File: config.mk
export PLATFORM = sky130hd
export DESIGN_NAME = bir_div
export DESIGN_NICKNAME = d
export VERILOG_FILES = /design/src/bir_pkg.sv /design/src/bir_div.sv
export SDC_FILE = /design/constraint.sdc
export NUM_CORES = 1
export LEC_CHECK = 0
export ABC_CLOCK_PERIOD_IN_PS = 2330
export BUFFER_PORTS_ARGS = -buffer_cell sky130_fd_sc_hd__buf_2
export CAP_MARGIN = 10
export CORE_MARGIN = 2
export CORE_UTILIZATION = 49
export CTS_BUF_LIST = sky130_fd_sc_hd__clkbuf_8 sky130_fd_sc_hd__clkbuf_16
export DETAILED_ROUTE_END_ITERATION = 10
export PLACE_DENSITY = 0.77
export SLEW_MARGIN = 40
export SYNTH_ARGS = -nofsm -noshare
export SYNTH_HDL_FRONTEND = slang
export SYNTH_SLANG_ARGS = --single-unit
File: constraint.sdc
create_clock -name clk -period 2.33 [get_ports clk]
set_clock_uncertainty 0.1 [all_clocks]
set_input_delay 0.3495 -clock clk [delete_from_list [all_inputs] [get_ports clk]]
set_output_delay 0.3495 -clock clk [all_outputs]
set_load 0.03 [all_outputs]
File: src/bir_pkg.sv
// ----------------------------------------------------------------------------
// bir_pkg: shared types and constants for the bicubic resizer
// Widths, register indexes, payload structs and state encodings.
// ----------------------------------------------------------------------------
package bir_pkg;

    // image store geometry (power of two sizes)
    localparam int MAX_WIDTH  = 256;
    localparam int MAX_HEIGHT = 256;
    localparam int FRAC_BITS  = 12;

    localparam int X_W    = $clog2(MAX_WIDTH);
    localparam int Y_W    = $clog2(MAX_HEIGHT);
    localparam int ADDR_W = X_W + Y_W;
    localparam int DEPTH  = MAX_WIDTH * MAX_HEIGHT;
    localparam int CH_W   = 8;
    localparam int PIX_W  = 3 * CH_W;

    // register and field widths
    localparam int SRC_W  = 9;
    localparam int DST_W  = 13;
    localparam int DEST_W = 12;
    localparam int PADDR_W = 4;
    localparam int PDATA_W = 32;

    // coordinate divider
    localparam int DIV_NUM_W = SRC_W + DEST_W + FRAC_BITS;
    localparam int DIV_DEN_W = DST_W;
    localparam int DIV_CNT_W = $clog2(DIV_NUM_W + 1);
    localparam int INT_W     = DIV_NUM_W - FRAC_BITS;

    // cubic evaluator
    localparam int SAMP_W = 16;
    localparam int COEF_W = SAMP_W + 4;
    localparam int ACC_W  = 56;
    localparam int LO_W   = 24;
    localparam int HI_W   = ACC_W - LO_W;
    localparam int PLO_W  = LO_W + FRAC_BITS;

    // register indexes
    localparam logic [1:0] REG_SRC_WIDTH  = 2'd0;
    localparam logic [1:0] REG_SRC_HEIGHT = 2'd1;
    localparam logic [1:0] REG_DST_WIDTH  = 2'd2;
    localparam logic [1:0] REG_DST_HEIGHT = 2'd3;

    // reset values
    localparam logic [SRC_W-1:0] SRC_WIDTH_RST  = SRC_W'(256);
    localparam logic [SRC_W-1:0] SRC_HEIGHT_RST = SRC_W'(256);
    localparam logic [DST_W-1:0] DST_WIDTH_RST  = DST_W'(512);
    localparam logic [DST_W-1:0] DST_HEIGHT_RST = DST_W'(512);

    // command codes
    localparam logic CMD_WRITE  = 1'b0;
    localparam logic CMD_SAMPLE = 1'b1;

    typedef struct packed {
        logic              cmd;
        logic [7:0]        write_x;
        logic [7:0]        write_y;
        logic [CH_W-1:0]   in_red;
        logic [CH_W-1:0]   in_green;
        logic [CH_W-1:0]   in_blue;
        logic [DEST_W-1:0] dest_x;
        logic [DEST_W-1:0] dest_y;
    } in_item_t;

    typedef struct packed {
        logic [CH_W-1:0] out_red;
        logic [CH_W-1:0] out_green;
        logic [CH_W-1:0] out_blue;
    } out_item_t;

    // handshake between sequencer and an arithmetic unit
    typedef struct packed {
        logic start;
        logic done;
    } unit_ctl_t;

    typedef logic [3:0][SAMP_W-1:0] quad_t;

    typedef enum logic [3:0] {
        ST_IDLE,
        ST_DIVX,
        ST_WAITX,
        ST_DIVY,
        ST_WAITY,
        ST_READ,
        ST_VCUB,
        ST_VWAIT,
        ST_HCUB,
        ST_HWAIT,
        ST_OUT
    } ctl_state_t;

    typedef enum logic [2:0] {
        CB_IDLE,
        CB_MLO,
        CB_MHI,
        CB_ADD,
        CB_DONE
    } cub_state_t;

endpackage

File: src/bir_div.sv
// ----------------------------------------------------------------------------
// bir_div: restoring divider
// Unsigned quotient, one bit per cycle, done pulses one cycle at the end.
// ----------------------------------------------------------------------------
module bir_div (
    input  logic                           clk,
    input  logic                           rst_n,
    input  logic                           start,
    input  logic [bir_pkg::DIV_NUM_W-1:0]  numer,
    input  logic [bir_pkg::DIV_DEN_W-1:0]  denom,
    output logic [bir_pkg::DIV_NUM_W-1:0]  quot,
    output logic                           done
);

    logic                           run_reg, run_next;
    logic                           done_reg, done_next;
    logic [bir_pkg::DIV_CNT_W-1:0]  cnt_reg, cnt_next;
    logic [bir_pkg::DIV_NUM_W-1:0]  num_reg, num_next;
    logic [bir_pkg::DIV_DEN_W-1:0]  rem_reg, rem_next;
    logic [bir_pkg::DIV_DEN_W-1:0]  den_reg, den_next;
    logic [bir_pkg::DIV_DEN_W:0]    rem_sh;
    logic                           qbit;

    // one restoring step
    always_comb
    begin
        rem_sh = {rem_reg, num_reg[bir_pkg::DIV_NUM_W-1]};
        qbit   = (rem_sh >= {1'b0, den_reg});
        run_next  = run_reg;
        done_next = 1'b0;
        cnt_next  = cnt_reg;
        num_next  = num_reg;
        rem_next  = rem_reg;
        den_next  = den_reg;
        if (start)
        begin
            run_next = 1'b1;
            cnt_next = bir_pkg::DIV_CNT_W'(bir_pkg::DIV_NUM_W);
            num_next = numer;
            rem_next = '0;
            den_next = denom;
        end
        else if (run_reg)
        begin
            num_next = {num_reg[bir_pkg::DIV_NUM_W-2:0], qbit};
            if (qbit)
            begin
                rem_next = bir_pkg::DIV_DEN_W'(rem_sh - {1'b0, den_reg});
            end
            else
            begin
                rem_next = rem_sh[bir_pkg::DIV_DEN_W-1:0];
            end
            cnt_next = cnt_reg - 1'b1;
            if (cnt_reg == bir_pkg::DIV_CNT_W'(1))
            begin
                run_next  = 1'b0;
                done_next = 1'b1;
            end
        end
    end

    // control state
    always_ff @(posedge clk or negedge rst_n)
    begin
        if (!rst_n)
        begin
            run_reg  <= 1'b0;
            done_reg <= 1'b0;
            cnt_reg  <= '0;
        end
        else
        begin
            run_reg  <= run_next;
            done_reg <= done_next;
            cnt_reg  <= cnt_next;
        end
    end

    // datapath
    always_ff @(posedge clk)
    begin
        num_reg <= num_next;
        rem_reg <= rem_next;
        den_reg <= den_next;
    end

    assign quot = num_reg;
    assign done = done_reg;

endmodule

# Word-level counts from Yosys, hierarchy flattened
# Cells that the tools add are included.
dict set report op_classes {
  n_reduce_logical 1
  magnitude_cmp 1
  add_sub_neg 2
  n_eq_ne 1
  mux 11
}
# operator n
set ops {}
lappend ops {{$mux 33} 2}
lappend ops {{$ge 14x13->1} 1}
lappend ops {{$mux 13} 1}
lappend ops {{$sub 13x13->13} 1}
lappend ops {{$mux 6} 2}
lappend ops {{$eq 6x1->1 const B} 1}
lappend ops {{$mux 1} 6}
lappend ops {{$sub 6x1->6 const B} 1}
lappend ops {{$reduce_bool 2->1} 1}
dict set report totals {
  input_bits 49
  ff_bits 67
  elab_cells 22
}

# Longest topological paths before layout
dict set report depth {
  word_depth 4
  mapped_depth 11
}

# Least setup slack after synthesis
# OpenSTA, ideal clock, no wires.
dict set report synth_timing {
  kind {register to register}
  start {register num_reg (netlist bit quot[32])}
  end {register rem_reg[11] in the netlist's numbering}
  arrival_ns 2.542
  setup_ns 0.088
  slack_ns -0.400
  t_required_ns 2.142
  path_buffers 1
  stages_incl_launch_ff 12
  period_less_slack_ns 2.730
  path_cell_list {edfxtp_1 inv_1 ha_1 inv_1 fa_1 a211oi_1 o21ai_1 a21oi_2 a21o_1 buf_2 nand3_1 a311oi_2}
}
dict set report synth_via {
  elab_chain_len 2
}
# element line
set synth_lines {}
lappend synth_lines {{start, declared} bir_div.sv:18} ;# logic [bir_pkg::DIV_NUM_W-1:0] num_reg, num_next;
lappend synth_lines {{start signal, assigned} bir_div.sv:83} ;# num_reg <= num_next;
lappend synth_lines {{$sub 13x13->13 or $ge 14x13->1 (tied branches)} {bir_div.sv:48, bir_div.sv:28}}
lappend synth_lines {{$mux 13 (*)} bir_div.sv:46} ;# if (qbit)
lappend synth_lines {{end signal, assigned} bir_div.sv:84} ;# rem_reg <= rem_next;
lappend synth_lines {{end, declared} bir_div.sv:19} ;# logic [bir_pkg::DIV_DEN_W-1:0] rem_reg, rem_next;
# Every way passes the cells marked *; elsewhere a longest branch is shown, timed or not.
# A chain may end at the register's enable or synchronous reset.

# Final worst setup path
dict set report layout_timing {
  start {register num_reg (netlist bit quot[32])}
  end {register rem_reg[0] in the netlist's numbering}
}
# Same word-level chain as after synthesis.

==> run summary <==
Global route
- **largest net degree at the start of global routing** 48
- **Overall Global Routing Usage** 0.218
- **global-route congestion overflow total** 0
- **wire length of the first global-routing pass** 12,800 µm
- **vias in the first global route** 2,738
- **antenna violations before repair** 0

STA
- **maximum frequency from static timing analysis** 0.402 GHz
- **Setup violations, final** 14
- **Worst Slack Setup Final** -0.157 ns
- **final-report max-slew violation count** 0
- **min cycle time layout** 2.49 ns
- **fraction of the cycle the final worst path needs** 1.07
- **remaining max-slew budget at the tightest pin** 0.649
- **setup repair after global routing missed its margin** true
- **worst-margin pin slew** 0.526 ns
- **hold violation count in the final report** 0

Critical path
- **slack of the worst reg-to-reg path** -0.16 ns
- **Critical R2R Launch** quot[32]
- **CP Launch Type** flip-flop
- **critical path type** reg -> reg
- **reg2reg end** rem_reg[0]
- **crit end category** flip-flop
- **required time at the worst-slack endpoint** 2.47 ns
- **Register-to-Register Path Depth** 11
- **signal arrival time at the worst endpoint** 2.62 ns
- **highest net fanout along the worst path** 5

Clock network
- **worst-skew pair later-pin latency** 0.35 ns
- **root buf cell** clkbuf_8
- **post-CTS clock slew at the launch and capture registers of the worst setup and hold paths** 0.07 ns
- **clock tree from TritonCTS** yes
- **CTS H-tree lvls** 3
- **CTS max path bufs** 2
- **number of clock sinks** 67
- **CTS buffer count** 9

Floorplan
- **starting density of the core** 0.510
- **core area** 6870 µm²
- **Std-Cell Rows** 30
- **height of the die** 88.6 µm
- **DIE AREA** 7840 µm²
- **boundary pin count** 83
- **chip width** 88.6 µm

Synth
- **top-area cell type share of the netlist area** 0.394
- **synth top area cells** edfxtp_1 (39%), mux2_2 (11%), dfxtp_1 (7.4%)
- **Post-Syn Nets** 358
- **Most used DFF post-synth** edfxtp_1
- **Post-Syn Area per Cell** 12.0 µm²
- **Async S/R FF share, synth** 0.119
- **count of state elements after synthesis** 67
- **sequential element share of the synthesized area** 0.526
- **number of enable flip-flop cells after synthesis** 46
- **Post-Synthesis Cells** 293
- **Post-Synthesis Cell Area** 3500 µm²
- **cell accounting for the most synthesized area** edfxtp_1
- **number of library cell types mapped by synthesis** 52
- **Synthesis Warnings** 0

Place
- **GPL Wtd Cong** 0.821
- **post-detailed-placement half-perimeter wirelength** 5630 µm
- **minimum setup slack after placement** -0.104 ns
- **total placed instance area** 4180 µm²
- **placed cell count** 482
- **number of I/O port buffers** 82

Final layout
- **leading cell types in the layout, fill and taps excluded** buf_2 (82), edfxtp_1 (46), mux2_2 (33), buf_4 (23), inv_1 (20)
- **count of antenna diodes in the layout** 0
- **layout overhead on the synthesized area** 30.9%
- **layout net count** 467
- **final standard cell count with taps included and fillers excluded** 503
- **share of layout cells above drive strength 1** 0.486
- **utilization after layout** 0.668
- **most common library cell in the layout ignoring fill and taps** buf_2
- **summed area of non-filler cells in the final layout** 4590 µm²
- **flip-flop count of the largest register after layout** 33

Drt
- **Final Routed Wirelength** 8490 µm
- **via/cell ratio** 5.47
- **post-route antenna net violation count** 0
- **1st-pass router iterations** 4
- **routed length per instance** 16.9 µm
- **drt first-iter violations** 111
- **detailed-route via count** 2,752
- **total DRC errors in the routed layout** 0

Pwr
- **proportion of power drawn by combinational gates** 0.415
- **largest vdd supply drop** 718 µV
- **Internal Dissipation** 3.04 mW
- **Clk pwr share** 0.221
- **post-route total power** 4.88 mW
- **sequential share of power** 0.364
- **switching share of power** 0.377
- **Pwr Density** 1060 nW/µm²
- **switching component of the power** 1.84 mW
- **leakage dissipation** 1.99 nW

Outcome
- **result of the run** finished with violations
- **violated checks** negative setup slack

Min path
- **min-delay worst type** in -> reg
- **WHS Path Cells** 1
- **Worst Hold End** den_reg[2]
- **min-delay src** denom[2]

Job
- **number of maximum-capacitance violations** 0

==> cells in the mapped netlist (all sizes together), types with 2 or more instances <==
master / instances
a211oi: 3
a21o: 6
a21oi: 12
a311oi: 11
a31o: 2
a31oi: 2
and3: 4
buf: 4
clkbuf: 9
dfrtp: 8
dfxtp: 13
edfxtp: 46
ha: 15
inv: 20
mux2: 34
nand2: 10
nand3: 15
nor2: 19
nor2b: 3
nor3: 4
nor4: 4
o21ai: 14
o22ai: 2
or2: 2
xnor2: 8
xor2: 4
==> stage by stage <==
stage | hold WS, ns | TNS (ns)
floorplan | -0.0461 | -3.36
global placement | 0.0983 | -0.207
detailed placement | 0.101 | -0.807
CTS | 0.0569 | -0.505
global route | 0.0549 | -2.78
finish | 0.0710 | -1.70
==> routing by layer <==
| metal | part of all wire | track usage |
|---|---|---|
| met3 | 0.051 | 0.0625 |
| met5 | 0 | 0 |
| met2 | 0.54 | 0.374 |
| met4 | 0.019 | 0.0826 |
| met1 | 0.39 | 0.260 |
==> cell families (layout without fill, tap and decap cells) <==
| family | count (synthesis) | after routing | synth area share |
|---|---|---|---|
| AOI/OAI and AO/OA | 63 | 64 | 0.139 |
| xor gates and xnor gates | 12 | 12 | 0.0300 |
| adders and majority gates | 16 | 16 | 0.0593 |
| buffers and inverters | 33 | 146 | 0.0382 |
| DFF | 67 | 67 | 0.526 |
| muxes | 35 | 35 | 0.112 |
| and+or+nand+nor | 67 | 67 | 0.0961 |
==> worst max path at each step <==
stage	from	to	slack, ns
after detailed placement	quot[32]	rem_reg[12]	-0.10
after floorplan	quot[32]	quot[0]	-0.29
after global placement	quot[32]	rem_reg[12]	-0.04
final	quot[32]	rem_reg[0]	-0.16
after CTS	quot[32]	rem_reg[0]	-0.08
after global routing	quot[32]	rem_reg[0]	-0.23
==> critical path, stage by stage, from the launching register on <==
cell	delay, ns
edfxtp_1	0.40
inv_1	0.08
ha_2	0.18
inv_2	0.04
fa_2	0.34
a211oi_2	0.21
o21ai_2	0.11
a21oi_2	0.18
a21o_1	0.23
buf_6	0.16
a2111oi_4	0.07
a311o_1	0.27
==> final cells by class <==
class | count | area [µm²]
sequential | 67 | 1840
fill | 521 | 2280
clock inverter | 7 | 93.8
clock buffer | 9 | 124
inverter | 20 | 75.1
tap | 96 | 120
timing repair buffer | 110 | 647
multi-input combinational | 194 | 1680
==> power groups by stage <==
stage / combinational (mW) / clock [mW] / sequential, mW
CTS: 1.96 / 1.09 / 1.77
global placement: 1.77 / 0 / 1.78
detailed placement: 1.83 / 0 / 1.79
finish: 2.03 / 1.08 / 1.78
floorplan: 1.01 / 0 / 2.05
global route: 2.18 / 1.14 / 1.81
==> repair_timing <==
item	CTS	global route
setup endpoints to repair	14	14
gates resized for setup	20	7
pin swaps	20	17
hold buffers	1	0
setup buffers	3	0
gates cloned	0	1
hold endpoints to repair	8	0
(Power assumes the default switching activity.)
