## src/bir_pkg.sv

```systemverilog
// ----------------------------------------------------------------------------
// bir_pkg: shared types and constants for the bicubic resizer
// Widths, register indexes, payload structs and state encodings.
// ----------------------------------------------------------------------------
package bir_pkg;

    // image store geometry (power of two sizes)
    localparam int MAX_WIDTH  = 256;
    localparam int MAX_HEIGHT = 256;
    localparam int FRAC_BITS  = 12;

    localparam int X_W    = $clog2(MAX_WIDTH);
    localparam int Y_W    = $clog2(MAX_HEIGHT);
    localparam int ADDR_W = X_W + Y_W;
    localparam int DEPTH  = MAX_WIDTH * MAX_HEIGHT;
    localparam int CH_W   = 8;
    localparam int PIX_W  = 3 * CH_W;

    // register and field widths
    localparam int SRC_W  = 9;
    localparam int DST_W  = 13;
    localparam int DEST_W = 12;
    localparam int PADDR_W = 4;
    localparam int PDATA_W = 32;

    // coordinate divider
    localparam int DIV_NUM_W = SRC_W + DEST_W + FRAC_BITS;
    localparam int DIV_DEN_W = DST_W;
    localparam int DIV_CNT_W = $clog2(DIV_NUM_W + 1);
    localparam int INT_W     = DIV_NUM_W - FRAC_BITS;

    // cubic evaluator
    localparam int SAMP_W = 16;
    localparam int COEF_W = SAMP_W + 4;
    localparam int ACC_W  = 56;
    localparam int LO_W   = 24;
    localparam int HI_W   = ACC_W - LO_W;
    localparam int PLO_W  = LO_W + FRAC_BITS;

    // register indexes
    localparam logic [1:0] REG_SRC_WIDTH  = 2'd0;
    localparam logic [1:0] REG_SRC_HEIGHT = 2'd1;
    localparam logic [1:0] REG_DST_WIDTH  = 2'd2;
    localparam logic [1:0] REG_DST_HEIGHT = 2'd3;

    // reset values
    localparam logic [SRC_W-1:0] SRC_WIDTH_RST  = SRC_W'(256);
    localparam logic [SRC_W-1:0] SRC_HEIGHT_RST = SRC_W'(256);
    localparam logic [DST_W-1:0] DST_WIDTH_RST  = DST_W'(512);
    localparam logic [DST_W-1:0] DST_HEIGHT_RST = DST_W'(512);

    // command codes
    localparam logic CMD_WRITE  = 1'b0;
    localparam logic CMD_SAMPLE = 1'b1;

    typedef struct packed {
        logic              cmd;
        logic [7:0]        write_x;
        logic [7:0]        write_y;
        logic [CH_W-1:0]   in_red;
        logic [CH_W-1:0]   in_green;
        logic [CH_W-1:0]   in_blue;
        logic [DEST_W-1:0] dest_x;
        logic [DEST_W-1:0] dest_y;
    } in_item_t;

    typedef struct packed {
        logic [CH_W-1:0] out_red;
        logic [CH_W-1:0] out_green;
        logic [CH_W-1:0] out_blue;
    } out_item_t;

    // handshake between sequencer and an arithmetic unit
    typedef struct packed {
        logic start;
        logic done;
    } unit_ctl_t;

    typedef logic [3:0][SAMP_W-1:0] quad_t;

    typedef enum logic [3:0] {
        ST_IDLE,
        ST_DIVX,
        ST_WAITX,
        ST_DIVY,
        ST_WAITY,
        ST_READ,
        ST_VCUB,
        ST_VWAIT,
        ST_HCUB,
        ST_HWAIT,
        ST_OUT
    } ctl_state_t;

    typedef enum logic [2:0] {
        CB_IDLE,
        CB_MLO,
        CB_MHI,
        CB_ADD,
        CB_DONE
    } cub_state_t;

endpackage

```

## src/bir_cubic.sv

```systemverilog
// ----------------------------------------------------------------------------
// bir_cubic: four point cubic evaluator
// Horner form a0*mu^3+a1*mu^2+a2*mu+a3 with exact fixed point, one split
// multiplier, result truncated toward zero.
// ----------------------------------------------------------------------------
module bir_cubic (
    input  logic                                clk,
    input  logic                                rst_n,
    input  logic                                start,
    input  bir_pkg::quad_t                      y,
    input  logic [bir_pkg::FRAC_BITS-1:0]       mu,
    output logic signed [bir_pkg::SAMP_W-1:0]   res,
    output logic                                done
);

    bir_pkg::cub_state_t state_reg, state_next;
    logic [1:0]                          step_reg, step_next;
    logic signed [bir_pkg::COEF_W-1:0]   a1_reg, a2_reg, a3_reg;
    logic signed [bir_pkg::ACC_W-1:0]    t_reg, t_next;
    logic [bir_pkg::PLO_W-1:0]           plo_reg, plo_next;
    logic [bir_pkg::FRAC_BITS-1:0]       mu_reg;

    logic signed [bir_pkg::COEF_W-1:0]   y0, y1, y2, y3, a0, a1, a2, a3;
    logic signed [bir_pkg::HI_W-1:0]     hi;
    logic signed [bir_pkg::HI_W+bir_pkg::FRAC_BITS:0] prod_hi;
    logic signed [bir_pkg::ACC_W-1:0]    term;
    logic signed [bir_pkg::ACC_W-1:0]    quo;
    logic                                fix;

    // coefficients from the four samples
    always_comb
    begin
        y0 = bir_pkg::COEF_W'($signed(y[0]));
        y1 = bir_pkg::COEF_W'($signed(y[1]));
        y2 = bir_pkg::COEF_W'($signed(y[2]));
        y3 = bir_pkg::COEF_W'($signed(y[3]));
        a0 = y3 - y2 - y0 + y1;
        a1 = y0 - y1 - a0;
        a2 = y2 - y0;
        a3 = y1;
    end

    // next state
    always_comb
    begin
        state_next = state_reg;
        step_next  = step_reg;
        unique case (state_reg)
            bir_pkg::CB_IDLE:
            begin
                if (start)
                begin
                    state_next = bir_pkg::CB_MLO;
                    step_next  = 2'd0;
                end
            end
            bir_pkg::CB_MLO: state_next = bir_pkg::CB_MHI;
            bir_pkg::CB_MHI: state_next = bir_pkg::CB_ADD;
            bir_pkg::CB_ADD:
            begin
                if (step_reg == 2'd2)
                begin
                    state_next = bir_pkg::CB_DONE;
                end
                else
                begin
                    state_next = bir_pkg::CB_MLO;
                    step_next  = step_reg + 2'd1;
                end
            end
            bir_pkg::CB_DONE: state_next = bir_pkg::CB_IDLE;
            default: state_next = bir_pkg::CB_IDLE;
        endcase
    end

    // split multiply and accumulate
    always_comb
    begin
        hi       = t_reg[bir_pkg::ACC_W-1:bir_pkg::LO_W];
        prod_hi  = hi * $signed({1'b0, mu_reg});
        plo_next = plo_reg;
        t_next   = t_reg;
        unique case (step_reg)
            2'd0:    term = bir_pkg::ACC_W'(a1_reg) <<< bir_pkg::FRAC_BITS;
            2'd1:    term = bir_pkg::ACC_W'(a2_reg) <<< (2 * bir_pkg::FRAC_BITS);
            default: term = bir_pkg::ACC_W'(a3_reg) <<< (3 * bir_pkg::FRAC_BITS);
        endcase
        unique case (state_reg)
            bir_pkg::CB_IDLE:
            begin
                if (start)
                begin
                    t_next = bir_pkg::ACC_W'(a0);
                end
            end
            bir_pkg::CB_MLO:
            begin
                plo_next = t_reg[bir_pkg::LO_W-1:0] * mu_reg;
            end
            bir_pkg::CB_MHI:
            begin
                t_next = (bir_pkg::ACC_W'(prod_hi) <<< bir_pkg::LO_W)
                       + $signed({{(bir_pkg::ACC_W-bir_pkg::PLO_W){1'b0}}, plo_reg});
            end
            bir_pkg::CB_ADD:
            begin
                t_next = t_reg + term;
            end
            default:
            begin
                t_next = t_reg;
            end
        endcase
    end

    // truncate toward zero
    always_comb
    begin
        quo  = t_reg >>> (3 * bir_pkg::FRAC_BITS);
        fix  = t_reg[bir_pkg::ACC_W-1] && (|t_reg[3*bir_pkg::FRAC_BITS-1:0]);
        res  = bir_pkg::SAMP_W'(quo + bir_pkg::ACC_W'(fix));
        done = (state_reg == bir_pkg::CB_DONE);
    end

    // control state
    always_ff @(posedge clk or negedge rst_n)
    begin
        if (!rst_n)
        begin
            state_reg <= bir_pkg::CB_IDLE;
            step_reg  <= 2'd0;
        end
        else
        begin
            state_reg <= state_next;
            step_reg  <= step_next;
        end
    end

    // datapath
    always_ff @(posedge clk)
    begin
        t_reg   <= t_next;
        plo_reg <= plo_next;
        if (state_reg == bir_pkg::CB_IDLE && start)
        begin
            a1_reg <= a1;
            a2_reg <= a2;
            a3_reg <= a3;
            mu_reg <= mu;
        end
    end

endmodule

```

## config.mk

```make
export PLATFORM = sky130hd
export DESIGN_NAME = bir_cubic
export DESIGN_NICKNAME = d
export VERILOG_FILES = /design/src/bir_pkg.sv /design/src/bir_cubic.sv
export SDC_FILE = /design/constraint.sdc
export NUM_CORES = 2
export LEC_CHECK = 0
export BUFFER_PORTS_ARGS = -buffer_cell sky130_fd_sc_hd__buf_2
export CAP_MARGIN = 20
export CELL_PAD_IN_SITES_DETAIL_PLACEMENT = 0
export CELL_PAD_IN_SITES_GLOBAL_PLACEMENT = 1
export CORE_UTILIZATION = 25
export DETAILED_ROUTE_END_ITERATION = 16
export HOLD_SLACK_MARGIN = 0.1
export PLACE_DENSITY_LB_ADDON = 0.1
export SYNTH_ARGS = -nofsm -noshare
export SYNTH_HDL_FRONTEND = slang
export SYNTH_SLANG_ARGS = --single-unit
```

## constraint.sdc

```tcl
create_clock -name clk -period 8.4 [get_ports clk]
set_input_delay 1.68 -clock clk [delete_from_list [all_inputs] [get_ports clk]]
set_output_delay 1.68 -clock clk [all_outputs]
set_load 0.01 [all_outputs]
```

# == Word level (Yosys, flattened, before mapping) ==
# Cells that the tools add are included.
# Widths: inputs -> output; s select.
# totals
register_bits,165
latch_bits,0
ram_bits,0
romBits,0
in_bits,79
output_inout_bits,17
word_cells,46
n_memories,0
# classes
add_sub_neg,10
n_mul,2
div,0
magnitude_cmp,0
eq_ne,8
shifts,0
n_mux,9
bitwise,0
n_reduce_logical,9
# op_table
op,count
$pmux 56 s3,1
$pmux 56 s2,1
$add 56x37->56,1
$add 56x56->56,1
$mux 56,1
$sub 16x16->17,3
$mul 24x12->36,1
$reduce_or 36->1,1
$mul 32x13->32,1
$sub 17x19->20,1
$add 18x16->19,1
$sub 17x16->18,1
$add 16x2->16,1
$pmux 3 s4,1
$eq 3x2->1 const B,2
$mux 3,2
$mux 2,2
$ne 2x2->1 const B,2
$pmux 2 s2,1
$eq 3x1->1 const B,1
$eq 3x3->1 const B,1
$logic_not 3->1,1
$reduce_and 3->1,1
$reduce_bool 3->1,1
7 further kinds,8

# == Longest topological paths before layout ==
# depth
ltp_word,5
depth_mapped,30
mapped_depth_nobuf,28

# == Worst setup path after synthesis ==
# Ideal clock, no wire load.
# synth_timing
kind,input to register
start,in start
end,reg step_reg[1]
setup_ns,0.120
t_arrival_ns,9.288
t_required_ns,8.280
slack_ns,-1.008
path_stages,4
n_path_buf,0
cell_sequence,nor4b_1 -> o21bai_1 -> nor2_1 -> a31o_2
# synth_between
elab_chain_len,2
# synth_rtl
element,line_no,rtl
from (decl),bir_cubic.sv:9,"input logic start,"
$ne 2x2->1 (no line),-,
$reduce_and 3->1 (no line),-,
to (signal assigned),bir_cubic.sv:136,step_reg <= step_next;
to (decl),bir_cubic.sv:17,"logic [1:0] step_reg, step_next;"
# No other way between the ends.
# A chain may end at the register's enable or synchronous reset.

# == Worst setup path after layout ==
# layout_timing
start,reg mu_reg[3] in the netlist's numbering
end,"reg t_reg[55] in the netlist's numbering, data pin"
# layout_between
elab_chain_len,3
# layout_rtl
element,line_no,rtl
from (decl),bir_cubic.sv:21,logic [bir_pkg::FRAC_BITS-1:0] mu_reg;
from (signal assigned),bir_cubic.sv:150,mu_reg <= mu;
$mul 32x13->32,bir_cubic.sv:80,"prod_hi = hi * $signed({1'b0, mu_reg});"
$add 56x37->56,bir_cubic.sv:103,"+ $signed({{(bir_pkg::ACC_W-bir_pkg::PLO_W){1'b0}}, plo_reg});"
$pmux 56 s3,bir_cubic.sv:88,unique case (state_reg)
"via t_next, one bit",bir_cubic.sv:19,"logic signed [bir_pkg::ACC_W-1:0] t_reg, t_next;"
to (signal assigned),bir_cubic.sv:143,t_reg <= t_next;
to (decl),bir_cubic.sv:19,
# The timed path passes the listed nets, and every way through them passes these cells.

==> impl_metrics.env <==
export IMPL_critPathKind="reg2reg"
export IMPL_clock_skew_ns=0.02169
export IMPL_syn_num_nets=4309
export IMPL_fp_dieArea_um2=127800
export IMPL_numCtsBuffers=17
export IMPL_maxSlewHeadroom_pct=35.83
export IMPL_period_share_pct=91.62
export IMPL_wl_um=106600
export IMPL_met3_usage_pct=1.338
export IMPL_fin_crit_ns=7.696
export IMPL_critical_path_top_delay_family="adder cells"
export IMPL_avgSynthCellArea_um2=9.186
export IMPL_end_kind="flip-flop"
export IMPL_hp_class="reg2reg"
export IMPL_dr_pass1_iters=5
export IMPL_cp_depth=22
export IMPL_grt_overflow=0
export IMPL_gp_congestion=0.7872
export IMPL_drcViolationCount=0
export IMPL_postCtsHoldBufs=0
export IMPL_die_w_um=357.5
export IMPL_clkLatencyLatePin_ns=0.51
export IMPL_crit_fanout=21
export IMPL_viasPerCell=4.460
export IMPL_grt_pass1_vias=25350
export IMPL_cts_sinks=162
export IMPL_fin_util_pct=27.68
export IMPL_area_delta_synth_final_pct=10.00
export IMPL_drv_cap=0
export IMPL_crit_chain="and2_1, fa_1, inv_1, fa_1, inv_1, fa_1, fa_1, inv_1, fa_1, inv_1, ha_1, a211oi_1, o21ai_0, a2111oi_0, a21oi_1, a21oi_1, xnor2_1, nand4_1, nor4_2, nand3_1, xnor2_1, o211ai_1"
export IMPL_synth_distinct_cells=73
export IMPL_synth_top_area_share_pct=32.50
export IMPL_post_cts_repair_setup_buffers=0
export IMPL_vias=22930
export IMPL_finalSetupViolCount=0
export IMPL_synth_commonest_cells="inv_1 (646), fa_1 (513), nand2_1 (457)"
export IMPL_syn_area_um2=31600
export IMPL_ant_nets=0
export IMPL_clockBufferDepth=2
export IMPL_ys_warn_count=0
export IMPL_rr_worst_depth=22
export IMPL_rsz0062_at_grt="no"
export IMPL_cts_tree="built"
export IMPL_critPathArrivalTime_ns=7.93
export IMPL_grt_pass1_wl_um=161900
export IMPL_outcome="finished clean"
export IMPL_nets=4346
export IMPL_root_buffer="clkbuf_16"
export IMPL_design_core_area_um2=125600
export IMPL_slew_viol_final=0
export IMPL_grt_max_degree=53
export IMPL_synth_area_leaders="fa_1 (32%), edfxtp_1 (15%), ha_1 (11%), inv_1 (7.7%), nand2_1 (5.4%)"
export IMPL_worst_ep_required_time_ns=8.63
export IMPL_synth_enable_flop_cells=157
export IMPL_ys_flop_type="edfxtp_1"
export IMPL_ys_ff_latch=162
export IMPL_wire_per_inst_um=20.73
export IMPL_crit_buf_inv=4
export IMPL_drt_iter0_markers=1093
export IMPL_crit_top_cell="fa_1"
export IMPL_h_tree_depth=4
export IMPL_holdWs_ns=0.5456
export IMPL_grt_use_total_pct=17.02
export IMPL_gr_usage_met2_pct=30.41
export IMPL_cpPeakStageDelay_ns=0.74
export IMPL_fp_dieH_um=357.5
export IMPL_tns_ns=0
export IMPL_slowest_stage="edfxtp_1"
export IMPL_yosysTopAreaCell="fa_1"
export IMPL_initial_core_util_pct=25.17
export IMPL_final_layout_size_suffix_gt1_share_pct=6.390
export IMPL_largest_reg_flops=56
export IMPL_gr_usage_met1_pct=22.41
export IMPL_worst_pin_slew_ns=0.9625
export IMPL_antenna_found_initial=5
export IMPL_path_clk_slew_ns=0.09
export IMPL_busiest_layer="met2"
export IMPL_fmax_mhz=129.9
export IMPL_fp_row_count=130
export IMPL_ios=96
export IMPL_fillCellCount=13570
export IMPL_synthMostInstantiatedCell="inv_1"
export IMPL_finalHoldViolations=0
export IMPL_hold_depth=1
export IMPL_cp_start_kind="flip-flop"
export IMPL_synthCells=3440
export IMPL_cts_resized=0
export IMPL_ys_seq_area_share_pct=15.31
export IMPL_async_reset_ff_share_pct=3.086
export IMPL_hpwl_um=89410
export IMPL_port_buffers=95
path summary, 6_finish.rpt:
path	startpoint	endpoint	slack, ns
max reg2reg	mu_reg[3]	t_reg[55]	0.70
min in group asynchronous	rst_n	step_reg[0]	0.99
max	mu_reg[3]	t_reg[55]	0.70
min	plo_reg[5]	t_reg[5]	0.55
min reg2reg	plo_reg[5]	t_reg[5]	0.55
max in group asynchronous	rst_n	state_reg[2]	7.27
stage by stage:
step / cell area [um^2] / setup WS [ns] / std cells
after floorplan: 31610 / 1.385 / 3440
after global routing: 34760 / 0.2195 / 5140
final: 34760 / 0.7038 / 5141
after detailed placement: 34140 / 0.7128 / 5108
after CTS: 34760 / 0.7194 / 5140
after global placement: 34140 / 0.7640 / 5108
logic make-up after synthesis:
family | synth area share [%]
adder cells (fa/ha/maj) | 43.47
multiplexers | 0.2574
flip-flops | 15.31
XOR/XNOR | 5.432
buffers and inverters | 9.451
AO/OA/AOI/OAI | 10.69
AND/OR/NAND/NOR | 15.39
worst register-to-register path: cells and delay by family (launching register included):
family | cells | cell delay, ns
DFF | 1 | 0.74
AOI/OAI and AO/OA | 6 | 1.89
xor gates and xnor gates | 2 | 0.47
adders and majority gates | 6 | 2.99
buffers and inverters | 4 | 0.21
and+or+nand+nor | 4 | 1.14
layer usage:
layer  vias up  part of all wire [%]
met5         -                 0.012
met1     11680                    47
met2       187                    50
li1      11000                     -
met4         2                   1.5
met3        56                   1.6
cell type report:
class | count | area (um^2) | area share, %
antenna | 1 | 2.502 | 0.007199
clock buffer | 17 | 425.4 | 1.224
clock inverter | 15 | 196.4 | 0.5651
inverter | 647 | 2429 | 6.986
multi-input combinational | 2485 | 23800 | 68.46
sequential | 162 | 4840 | 13.92
tap | 1650 | 2064 | 5.939
timing repair buffer | 164 | 1006 | 2.894
layout by cell type (no fill, tap or decap), drive strengths merged, types with 75 or more instances in the layout:
cell	Yosys	routed
a21o	75	75
a21oi	116	116
and2	265	265
buf	7	164
edfxtp	157	157
fa	513	513
ha	277	277
inv	647	655
nand2	457	457
nor2	89	89
xnor2	129	129
Power is not shown: default switching activity piles up to over one toggle a cycle in this logic, so the estimate is an artifact.
